<file path="src/cfsd_pkg.sv">
// Package for the CO2 sensor frame decoder.
// Holds the frame constants, the queue entry and word kind types, and the CRC-8 byte update.
// No dependencies.
package cfsd_pkg;

  localparam int POS_W      = 4;
  localparam int WORD_W     = 16;
  localparam int PROD_W     = 27;
  localparam int QUOT_W     = 11;
  localparam int THRESH_W   = 16;
  localparam int OUT_DATA_W = 48;
  localparam int Q_DEPTH    = 4;
  localparam int Q_PTR_W    = $clog2(Q_DEPTH);
  localparam int Q_CNT_W    = $clog2(Q_DEPTH + 1);

  localparam logic [POS_W-1:0] POS_FIRST    = 4'd0;
  localparam logic [POS_W-1:0] POS_CO2_CRC  = 4'd2;
  localparam logic [POS_W-1:0] POS_TEMP_CRC = 4'd5;
  localparam logic [POS_W-1:0] POS_HUM_CRC  = 4'd8;

  localparam logic [7:0] CRC_POLY = 8'h31;
  localparam logic [7:0] CRC_INIT = 8'hFF;

  localparam logic [WORD_W-1:0]   FULL_SCALE = 16'hFFFF;
  localparam logic [QUOT_W-1:0]   TEMP_SPAN  = 11'd1750;
  localparam logic [QUOT_W-1:0]   HUM_SPAN   = 11'd1000;
  localparam logic [PROD_W-1:0]   TEMP_OFF   = PROD_W'(450 * 65535);
  localparam logic [THRESH_W-1:0] THRESH_RESET = 16'd100;

  typedef enum logic [1:0] {
    KIND_CO2,
    KIND_TEMP,
    KIND_HUM
  } word_kind_t;

  typedef struct packed {
    word_kind_t        kind;
    logic [WORD_W-1:0] word;
    logic              ok;
  } entry_t;

  function automatic logic [7:0] crc_feed(input logic [7:0] crc, input logic [7:0] b);
    logic [7:0] c;
    c = crc ^ b;
    for (int i = 0; i < 8; i++) begin
      if (c[7]) begin
        c = {c[6:0], 1'b0} ^ CRC_POLY;
      end else begin
        c = {c[6:0], 1'b0};
      end
    end
    return c;
  endfunction

endpackage

</file>
<file path="src/co2_sensor_frame_decoder.sv">
// Top level of the CO2 sensor frame decoder.
// Holds the threshold register and connects front end, queue and back end. Depends on cfsd_pkg.
//
// Bytes of a 9-byte measurement frame enter on the s_ channel, one item per byte, at up to
// one item per cycle; s_tuser high marks byte 0 of a new frame. A start mark in the middle
// of a frame restarts it; queued words remain. After byte 8 one result leaves on the m_ channel
// with the CO2 word, temperature and humidity in tenths, three CRC-ok flags and the CO2
// fast-change flag. Once the ninth byte is accepted, its word is written into the queue and
// then passes the product stage, the offset stage and the result register, where the result
// becomes valid.
// Throughput is one byte per cycle while s_tready is high, one result per nine bytes; the
// front end updates the CRC for each accepted byte.
// When the receiver stalls, the result register holds and the back end stops once the next
// result waits; the four-entry word queue then fills, and s_tready drops only when it is full.
// The cfg channel writes the CO2 jump threshold (reset 100 ppm) and is always ready; the user
// must write it only while no frame is in flight; the block does not enforce it. Synchronous
// reset clears frame position, CRC, the last good CO2 value and the output valid flag.
module co2_sensor_frame_decoder (
  input  logic        clk,
  input  logic        rst,
  input  logic        s_tvalid,
  output logic        s_tready,
  input  logic [7:0]  s_tdata,   // [7:0] rx_byte
  input  logic        s_tuser,   // [0] frame_start
  output logic        m_tvalid,
  input  logic        m_tready,
  // [15:0] co2_ppm, [16] co2_ok, [28:17] temperature_tenths, [29] temperature_ok,
  // [39:30] humidity_tenths, [40] humidity_ok, [41] co2_fast_change, [47:42] zero
  output logic [47:0] m_tdata,
  input  logic        cfg_valid,
  output logic        cfg_ready,
  input  logic [15:0] cfg_data   // [15:0] co2_jump_threshold
);

  logic [cfsd_pkg::THRESH_W-1:0] threshold;
  logic                          accept;
  logic                          push;
  cfsd_pkg::entry_t              push_entry;
  logic                          q_not_full;
  logic                          q_not_empty;
  logic                          q_pop;
  cfsd_pkg::entry_t              q_head;

  assign cfg_ready = 1'b1;
  assign s_tready  = q_not_full;
  assign accept    = s_tvalid && s_tready;

  always_ff @(posedge clk) begin
    if (rst) begin
      threshold <= cfsd_pkg::THRESH_RESET;
    end else if (cfg_valid && cfg_ready) begin
      threshold <= cfg_data;
    end
  end

  cfsd_front u_front (
    .clk         (clk),
    .rst         (rst),
    .accept      (accept),
    .rx_byte     (s_tdata),
    .frame_start (s_tuser),
    .push        (push),
    .push_entry  (push_entry)
  );

  cfsd_queue u_queue (
    .clk        (clk),
    .rst        (rst),
    .push       (push),
    .push_entry (push_entry),
    .not_full   (q_not_full),
    .pop        (q_pop),
    .not_empty  (q_not_empty),
    .head       (q_head)
  );

  cfsd_back u_back (
    .clk         (clk),
    .rst         (rst),
    .threshold   (threshold),
    .q_not_empty (q_not_empty),
    .q_head      (q_head),
    .q_pop       (q_pop),
    .out_valid   (m_tvalid),
    .out_ready   (m_tready),
    .out_data    (m_tdata)
  );

endmodule

</file>
<file path="src/cfsd_front.sv">
// Front end of the CO2 sensor frame decoder: byte position, running CRC and word assembly.
// Pushes one checked word per CRC byte into the queue. Depends on cfsd_pkg.
module cfsd_front (
  input  logic                clk,
  input  logic                rst,
  input  logic                accept,
  input  logic [7:0]          rx_byte,
  input  logic                frame_start,
  output logic                push,
  output cfsd_pkg::entry_t    push_entry
);

  logic [cfsd_pkg::POS_W-1:0]  pos;
  logic [cfsd_pkg::POS_W-1:0]  pos_next;
  logic [cfsd_pkg::POS_W-1:0]  pos_eff;
  logic [7:0]                  crc;
  logic [7:0]                  crc_next;
  logic [7:0]                  crc_eff;
  logic [cfsd_pkg::WORD_W-1:0] word_bytes;
  logic                        is_crc_byte;

  always_comb begin
    pos_eff  = frame_start ? cfsd_pkg::POS_FIRST : pos;
    crc_eff  = frame_start ? cfsd_pkg::CRC_INIT : crc;
    is_crc_byte = pos_eff inside {cfsd_pkg::POS_CO2_CRC, cfsd_pkg::POS_TEMP_CRC,
                                  cfsd_pkg::POS_HUM_CRC};
    push_entry.word = word_bytes;
    push_entry.ok   = (crc_eff == rx_byte);
    case (pos_eff)
      cfsd_pkg::POS_CO2_CRC:  push_entry.kind = cfsd_pkg::KIND_CO2;
      cfsd_pkg::POS_TEMP_CRC: push_entry.kind = cfsd_pkg::KIND_TEMP;
      default:                push_entry.kind = cfsd_pkg::KIND_HUM;
    endcase
    push = accept && is_crc_byte;
    if (is_crc_byte) begin
      crc_next = cfsd_pkg::CRC_INIT;
    end else begin
      crc_next = cfsd_pkg::crc_feed(crc_eff, rx_byte);
    end
    // The frame wraps after the humidity CRC byte.
    if (pos_eff == cfsd_pkg::POS_HUM_CRC) begin
      pos_next = cfsd_pkg::POS_FIRST;
    end else begin
      pos_next = cfsd_pkg::POS_W'(pos_eff + 4'd1);
    end
  end

  always_ff @(posedge clk) begin
    if (rst) begin
      pos <= cfsd_pkg::POS_FIRST;
      crc <= cfsd_pkg::CRC_INIT;
    end else if (accept) begin
      pos <= pos_next;
      crc <= crc_next;
    end
  end

  always_ff @(posedge clk) begin
    if (accept && !is_crc_byte) begin
      word_bytes <= {word_bytes[7:0], rx_byte};
    end
  end

endmodule

</file>
<file path="src/cfsd_queue.sv">
// Short queue of checked words between the front and back ends of the frame decoder.
// Depends on cfsd_pkg.
module cfsd_queue (
  input  logic             clk,
  input  logic             rst,
  input  logic             push,
  input  cfsd_pkg::entry_t push_entry,
  output logic             not_full,
  input  logic             pop,
  output logic             not_empty,
  output cfsd_pkg::entry_t head
);

  cfsd_pkg::entry_t                 slots [cfsd_pkg::Q_DEPTH];
  logic [cfsd_pkg::Q_PTR_W-1:0]     wr_ptr;
  logic [cfsd_pkg::Q_PTR_W-1:0]     rd_ptr;
  logic [cfsd_pkg::Q_CNT_W-1:0]     count;
  logic                             do_push;
  logic                             do_pop;

  assign not_full  = (count != cfsd_pkg::Q_CNT_W'(cfsd_pkg::Q_DEPTH));
  assign not_empty = (count != '0);
  assign do_push   = push && not_full;
  assign do_pop    = pop && not_empty;
  assign head      = slots[rd_ptr];

  always_ff @(posedge clk) begin
    if (rst) begin
      wr_ptr <= '0;
      rd_ptr <= '0;
      count  <= '0;
    end else begin
      if (do_push) begin
        wr_ptr <= cfsd_pkg::Q_PTR_W'(wr_ptr + 1'b1);
      end
      if (do_pop) begin
        rd_ptr <= cfsd_pkg::Q_PTR_W'(rd_ptr + 1'b1);
      end
      if (do_push && !do_pop) begin
        count <= cfsd_pkg::Q_CNT_W'(count + 1'b1);
      end else if (do_pop && !do_push) begin
        count <= cfsd_pkg::Q_CNT_W'(count - 1'b1);
      end
    end
  end

  always_ff @(posedge clk) begin
    if (do_push) begin
      slots[wr_ptr] <= push_entry;
    end
  end

endmodule

</file>
<file path="src/cfsd_back.sv">
// Back end of the frame decoder: fast-change check, scaling pipeline and result register.
// Takes checked words from the queue. Depends on cfsd_pkg.
module cfsd_back (
  input  logic                                clk,
  input  logic                                rst,
  input  logic [cfsd_pkg::THRESH_W-1:0]       threshold,
  input  logic                                q_not_empty,
  input  cfsd_pkg::entry_t                    q_head,
  output logic                                q_pop,
  output logic                                out_valid,
  input  logic                                out_ready,
  output logic [cfsd_pkg::OUT_DATA_W-1:0]     out_data
);

  // Stage A: product and fast-change flag.
  logic                          a_valid;
  cfsd_pkg::word_kind_t          a_kind;
  logic                          a_ok;
  logic [cfsd_pkg::WORD_W-1:0]   a_word;
  logic                          a_fast;
  logic [cfsd_pkg::PROD_W-1:0]   a_prod;
  // Stage B: magnitude of the scaled numerator and its sign.
  logic                          b_valid;
  cfsd_pkg::word_kind_t          b_kind;
  logic                          b_ok;
  logic [cfsd_pkg::WORD_W-1:0]   b_word;
  logic                          b_fast;
  logic [cfsd_pkg::PROD_W-1:0]   b_mag;
  logic                          b_neg;

  logic [cfsd_pkg::WORD_W-1:0]   last_valid_co2;
  logic                          last_co2_present;
  logic [cfsd_pkg::WORD_W-1:0]   held_co2;
  logic [11:0]                   held_temperature;
  logic [2:0]                    held_ok_flags;
  logic                          held_fast;

  logic                          advance;
  logic                          emit;
  logic [cfsd_pkg::QUOT_W-1:0]   scale;
  logic [cfsd_pkg::PROD_W-1:0]   prod;
  logic [cfsd_pkg::WORD_W:0]     co2_diff;
  logic [cfsd_pkg::WORD_W-1:0]   co2_mag;
  logic                          fast_now;
  logic [cfsd_pkg::QUOT_W-1:0]   q0;
  logic [cfsd_pkg::WORD_W:0]     r0;
  logic [cfsd_pkg::QUOT_W-1:0]   quot;
  logic [11:0]                   quot_ext;
  logic [11:0]                   temp_val;
  logic [9:0]                    hum_val;

  assign emit    = b_valid && (b_kind == cfsd_pkg::KIND_HUM);
  // The pipeline only holds when a finished result has nowhere to go.
  assign advance = !(emit && out_valid && !out_ready);
  assign q_pop   = advance;

  always_comb begin
    case (q_head.kind)
      cfsd_pkg::KIND_TEMP: scale = cfsd_pkg::TEMP_SPAN;
      default:             scale = cfsd_pkg::HUM_SPAN;
    endcase
    prod     = cfsd_pkg::PROD_W'(q_head.word) * cfsd_pkg::PROD_W'(scale);
    co2_diff = {1'b0, q_head.word} - {1'b0, last_valid_co2};
    co2_mag  = co2_diff[cfsd_pkg::WORD_W] ? (last_valid_co2 - q_head.word)
                                          : co2_diff[cfsd_pkg::WORD_W-1:0];
    fast_now = last_co2_present && (co2_mag >= threshold);

    // Divide by 65535: the high half underestimates by at most one.
    q0       = b_mag[cfsd_pkg::PROD_W-1:16];
    r0       = {1'b0, b_mag[15:0]} + (cfsd_pkg::WORD_W+1)'(q0);
    quot     = cfsd_pkg::QUOT_W'(q0 + cfsd_pkg::QUOT_W'(r0 >= {1'b0, cfsd_pkg::FULL_SCALE}));
    quot_ext = {1'b0, quot};
    temp_val = b_neg ? (~quot_ext + 12'd1) : quot_ext;
    hum_val  = quot[9:0];
  end

  always_ff @(posedge clk) begin
    if (rst) begin
      a_valid          <= 1'b0;
      b_valid          <= 1'b0;
      last_co2_present <= 1'b0;
      last_valid_co2   <= '0;
      held_ok_flags    <= '0;
      held_fast        <= 1'b0;
      out_valid        <= 1'b0;
    end else if (advance) begin
      a_valid <= q_not_empty;
      b_valid <= a_valid;
      if (q_not_empty && q_head.kind == cfsd_pkg::KIND_CO2 && q_head.ok) begin
        last_valid_co2   <= q_head.word;
        last_co2_present <= 1'b1;
      end
      if (b_valid) begin
        case (b_kind)
          cfsd_pkg::KIND_CO2: begin
            held_ok_flags <= {2'b00, b_ok};
            held_fast     <= b_fast;
          end
          cfsd_pkg::KIND_TEMP: held_ok_flags[1] <= b_ok;
          default:             held_ok_flags    <= held_ok_flags;
        endcase
      end
      if (emit) begin
        out_valid <= 1'b1;
      end else if (out_ready) begin
        out_valid <= 1'b0;
      end
    end else if (out_ready) begin
      out_valid <= 1'b0;
    end
  end

  always_ff @(posedge clk) begin
    if (advance) begin
      a_kind <= q_head.kind;
      a_ok   <= q_head.ok;
      a_word <= q_head.word;
      a_fast <= (q_head.kind == cfsd_pkg::KIND_CO2) && q_head.ok && fast_now;
      a_prod <= prod;
      b_kind <= a_kind;
      b_ok   <= a_ok;
      b_word <= a_word;
      b_fast <= a_fast;
      if (a_kind == cfsd_pkg::KIND_TEMP) begin
        b_neg <= (a_prod < cfsd_pkg::TEMP_OFF);
        b_mag <= (a_prod < cfsd_pkg::TEMP_OFF) ? (cfsd_pkg::TEMP_OFF - a_prod)
                                               : (a_prod - cfsd_pkg::TEMP_OFF);
      end else begin
        b_neg <= 1'b0;
        b_mag <= a_prod;
      end
      if (b_valid && b_kind == cfsd_pkg::KIND_CO2) begin
        held_co2 <= b_ok ? b_word : '0;
      end
      if (b_valid && b_kind == cfsd_pkg::KIND_TEMP) begin
        held_temperature <= b_ok ? temp_val : '0;
      end
      if (emit) begin
        out_data <= {6'd0, held_fast, b_ok, (b_ok ? hum_val : 10'd0), held_ok_flags[1],
                     held_temperature, held_ok_flags[0], held_co2};
      end
    end
  end

endmodule
</file>
<file path="config.mk">
export PLATFORM = sky130hd
export DESIGN_NAME = co2_sensor_frame_decoder
export DESIGN_NICKNAME = d
export VERILOG_FILES = /design/src/cfsd_pkg.sv /design/src/co2_sensor_frame_decoder.sv /design/src/cfsd_front.sv /design/src/cfsd_queue.sv /design/src/cfsd_back.sv
export SDC_FILE = /design/constraint.sdc
export NUM_CORES = 1
export LEC_CHECK = 0
export BUFFER_PORTS_ARGS = -buffer_cell sky130_fd_sc_hd__buf_2
export CAP_MARGIN = 20
export CORE_MARGIN = 2
export CORE_UTILIZATION = 60
export DETAILED_ROUTE_END_ITERATION = 8
export GPL_TIMING_DRIVEN = 0
export PLACE_DENSITY = 0.75
export SLEW_MARGIN = 10
export SYNTH_ARGS = -nofsm -noshare
export SYNTH_HDL_FRONTEND = slang
export SYNTH_SLANG_ARGS = --single-unit
</file>
<file path="constraint.sdc">
create_clock -name clk -period 7.61 [get_ports clk]
set_clock_uncertainty 0.15 [all_clocks]
set_input_delay 0 -clock clk [delete_from_list [all_inputs] [get_ports clk]]
set_output_delay 0 -clock clk [all_outputs]
set_load 0.01 [all_outputs]
</file>
* Word level (Yosys, flattened, before mapping)
Memories as Yosys holds them, arrays and structs flattened. A register that Yosys moved wholly into a read port is not among the register bits.
Cells that the tools add are included.
** Word-level totals
- Register bits after elaboration :: 239
- Bits in writable memories :: 76
- Input port bits :: 30
- Logic and storage cells :: 138
- Memories kept :: 1
** Operators by class
- $add $sub $neg :: 12
- Multipliers :: 1
- Magnitude comparators :: 3
- Eq/ne operators :: 9
- Multiplexer cells :: 35
- Bitwise operators :: 11
- Reduce and logical (&&, ||, !) cells :: 35
** Memory list
- u_queue.slots :: words 4, bits a word 19, rd ports 1, clocked after Yosys merged registers in 1, wr ports 1, line cfsd_queue.sv:14 : cfsd_pkg::entry_t slots [cfsd_pkg::Q_DEPTH];
** Operators by type and width (count)
- $mux W8 :: 9
- $mux W27 :: 2
- $mux W6 :: 8
- $lt A27 B25 Y1 const B :: 1
- $mul A16 B11 Y27 :: 1
- $sub A25 B27 Y27 const A :: 1
- $sub A27 B25 Y27 const B :: 1
- $not A3 Y3 :: 8
- $mux W11 :: 2
- $add A16 B11 Y17 :: 1
- $ge A17 B16 Y1 const B :: 1
- $logic_and A1 B1 Y1 :: 17
- $sub A16 B16 Y17 :: 1
- $ge A16 B16 Y1 :: 1
- $mux W16 :: 1
- $sub A16 B16 Y16 :: 1
- $add A12 B1 Y12 const B :: 1
- $not A11 Y12 :: 1
- $add A11 B1 Y11 :: 1
- $reduce_and A2 Y1 :: 5
- $eq A8 B8 Y1 :: 1
- $mux W4 :: 2
- $xor A8 B8 Y8 :: 1
- $eq A2 B1 Y1 const B :: 3
- 20 further kinds :: 35

* Depth between registers and ports, before layout
- Depth after elaboration :: 26
- Gate-level depth with buffers :: 26
- Gate-level depth less buffers :: 22

* Hierarchy
Synthesis repeated with hierarchy kept, for this count alone.
** Unflattened totals
- Cells, all modules :: 1700
- Area, all modules :: 19671.4 sq um
** By module, submodules not included
- cfsd_back :: times used 1, cells an instance 1354, area an instance 14311.2 sq um, seq. area each 5355.1 sq um
- cfsd_queue :: times used 1, cells an instance 147, area an instance 3250.6 sq um, seq. area each 2462.4 sq um
- cfsd_front :: times used 1, cells an instance 144, area an instance 1506.4 sq um, seq. area each 720.7 sq um
- co2_sensor_frame_decoder :: times used 1, cells an instance 55, area an instance 603.1 sq um, seq. area each 320.3 sq um

* Least setup slack after synthesis
OpenSTA, ideal clock, no wires.
- Path type :: register to register
- Start point :: reg with a tool-made name
- End point :: reg u_back.a_prod[25] in the netlist's numbering, data pin
- Arrival :: 6086 ps
- Required time :: 7202 ps
- Setup slack :: 1116 ps
- Cell stages (with the launch flop) :: 21
- Path buffers :: 3
- Period minus slack after synthesis :: 6494 ps
- Path through :: dfxtp_1 buf_2 buf_2 mux4_2 inv_1 nor2_1 fa_1 inv_1 fa_1 fa_1 fa_1 inv_1 fa_1 ha_1 clkbuf_1 a21oi_1 nand2_1 a2111oi_0 o21a_1 o21ai_1 xnor2_1
** RTL lines
- end signal, assigned :: line cfsd_back.sv:119 : a_prod <= prod;
- end, declared :: line cfsd_back.sv:21 : logic [cfsd_pkg::PROD_W-1:0] a_prod;

==> metrics.txt <==
outcome finished, final reports clean; Initial Util 60.54%; Clock Tree Root clkbuf_16; H-tree levels 1; Die H between 150 and 200 um; Seq cells post-synth roughly 320; final core utilization 68.37%; first-pass GRT wire length 66.59 mm; number of detailed-route iterations in the first pass 5; type of the worst min-delay path in2reg; Synth Instances about 1700; Clock Tree Buf Depth 3; Post-synth EDFFs approximately 260; Slew Limit Fails 0; Critical Path AT 7.38 ns; largest net degree at the start of global routing between 70 and 80; initial antenna violation count 1; Diodes inserted 0; Antenna Nets Post-Route 0; filler instances 2320; register area share after synthesis roughly 45%; routed vias/inst around 5.6; max-cap violations 0; ys async rst share 0%; RSZ-0062 raised after global routing false; placed cell area about 21000 um2; Top FF cell, synth edfxtp_1; Syn-to-layout area delta 12.94%; Finished Cell Area roughly 22000 um2; final-stage net count approximately 2100; pre-CTS WS -0.2904 ns; WL/cell around 18 um; final wirelength 41.25 mm; fin crit period around 7.2 ns; post-DP HPWL slightly above 30 mm; Post-Syn Area about 20000 um2; Die Width approximately 180 um; mean post-synth cell area 11.61 um2; Skew-Pair Late Insertion Delay roughly 0.58 ns; vias in the first global route roughly 13000; Final Hold Viols 0; Final Wtd Congestion 0.9001; grt ovf 0; # rows between 60 and 70; highest clock rate ~140 MHz; DRC viols 0; startpoint types register; core footprint 32290 um2; CP required 7.77 ns; via count between 10000 and 15000; PnR worst setup slack a little under 0.4 ns; Worst-Margin Slew ~1.0 ns; gr usage total between 20% and 30%; Max-slew headroom about a third; IO Port Bufs between 70 and 80; library cells used by synthesis between 80 and 90; Final period util 94.87%; CTS clk-pin slew, worst paths 0.06 ns; Total Die Area ~34000 um2; I/O pin total between 80 and 90; layout cell share with drive strength beyond 1 a little over a tenth; Final setup viols 0; Num CTS Buffers 31; synth warn 0; Sink Count between 300 and 400; CP Max Fanout 10; TritonCTS clock tree built; kind of critical path reg2reg; violation count after the first detailed-route iteration 780; critical path endpoint category register
==> synthesized netlist by cell type, types with 20 or more instances <==
library cell  instances  area (um2)
a21o_1               39       292.8
a21oi_1              74       370.4
and2_1               38       237.7
clkbuf_1             47       176.4
dfxtp_1              60        1201
edfxtp_1            255        7657
fa_1                 97        1942
ha_1                156        1952
inv_1               200       750.7
mux2i_1              38       380.4
nand2_1              78       292.8
nand3_1              20       100.1
nor2_1              113       424.2
nor2b_1              21       131.4
o21a_1               22       165.2
o21ai_0              48       240.2
xnor2_1              73       639.4
xor2_1               44       385.4
==> layer usage <==
metal	wire length (um)	global-route usage (%)
met5	11	0
met4	1169	7.648
met3	1932	2.687
met2	20840	43.19
met1	17300	33.06
==> stage by stage <==
stage / TNS, ns / instances / hold WS, ns
after global routing: 0 / 2315 / 0.04344
after detailed placement: -0.6039 / 2205 / 0.05464
final: 0 / 2315 / 0.03206
after CTS: 0 / 2315 / 0.007908
after global placement: -0.5216 / 2203 / 0.05241
after floorplan: 0 / 1690 / -0.05113
==> cell families after synthesis <==
logic type,share of synthesized area [%]
AND/OR/NAND/NOR,9.198
flip-flops,45.32
AO/OA/AOI/OAI,10.42
buffers and inverters,5.498
adder cells (fa/ha/maj),19.92
XOR/XNOR,5.242
multiplexers,4.365
other,0.03842
==> critical path, stage by stage, from the launching register on <==
cell,delay [ns]
dfxtp_1,0.31
clkbuf_1,0.45
clkbuf_2,0.39
mux4_2,0.39
inv_1,0.21
nor2_1,0.49
fa_1,0.51
inv_1,0.09
fa_1,0.45
fa_1,0.53
fa_1,0.54
inv_1,0.05
fa_1,0.47
ha_1,0.29
clkbuf_1,0.19
a21oi_1,0.30
nand2_1,0.12
a2111oi_2,0.47
o21a_1,0.26
o21ai_1,0.10
xnor2_1,0.16
==> sequential cells by signal, indices dropped and copies added, names as in the netlist, 2 cells and up, named ones only <==
name,flops
u_queue.slots,76
u_back.out_data,42
u_back.a_prod,26
u_back.b_mag,26
threshold,16
u_back.a_word,16
u_back.b_word,16
u_back.held_co2,16
u_back.last_valid_co2,16
u_front.word_bytes,16
u_back.held_temperature,12
u_front.crc,8
u_front.pos,4
u_queue.count,3
u_back.a_kind,2
u_back.b_kind,2
u_back.held_ok_flags,2
u_queue.rd_ptr,2
u_queue.wr_ptr,2
==> placed cells by master (no fill, tap or decap), types with 19 or more instances in the layout <==
cell type      netlist  routed
edfxtp_1           255     255
inv_1              200     199
ha_1               156     156
nor2_1             113     112
fa_1                97      97
buf_2               10      79
nand2_1             78      78
a21oi_1             74      74
xnor2_1             73      73
dfxtp_1             60      60
clkbuf_1            47      52
dlygate4sd3_1        0      52
o21ai_0             48      48
xor2_1              44      44
a21o_1              39      39
mux2i_1             38      38
and2_1              38      38
clkbuf_16            0      31
o21a_1              22      22
nand3_1             20      20
mux4_2              19      19
nor2b_1             21      19
==> cell type report <==
| type | instances | area, um2 | area share (%) |
|---|---|---|---|
| multi-input combinational | 1103 | 9667 | 43.79 |
| sequential | 315 | 8859 | 40.13 |
| tap | 442 | 553.0 | 2.505 |
| buffer | 72 | 332.8 | 1.508 |
| clock buffer | 39 | 815.8 | 3.695 |
| clock inverter | 19 | 172.7 | 0.7821 |
| timing repair buffer | 125 | 923.4 | 4.183 |
| inverter | 200 | 753.2 | 3.412 |
==> repair_timing <==
item,in CTS,in global routing
hold buffers,52,0
resized for setup,3,7
setup buffers,0,0
endpoints found under the hold margin,65,0
pin swaps,0,0
setup endpoints to repair,4,10
==> final timing paths <==
path                           from                    end  slack [ns]  depth (start not counted)
setup / recovery           register      u_back.a_prod[25]        0.39                         20
hold / removal           s_tdata[2]  u_front.word_bytes[2]        0.03                          2
setup reg to reg           register      u_back.a_prod[25]        0.39                         20
hold reg to reg   u_back.a_word[13]      u_back.b_word[13]        0.26                          0
Power is left out: the tool's default activity adds up to more than one toggle a clock period on the data nets, which glitch-free logic cannot reach.
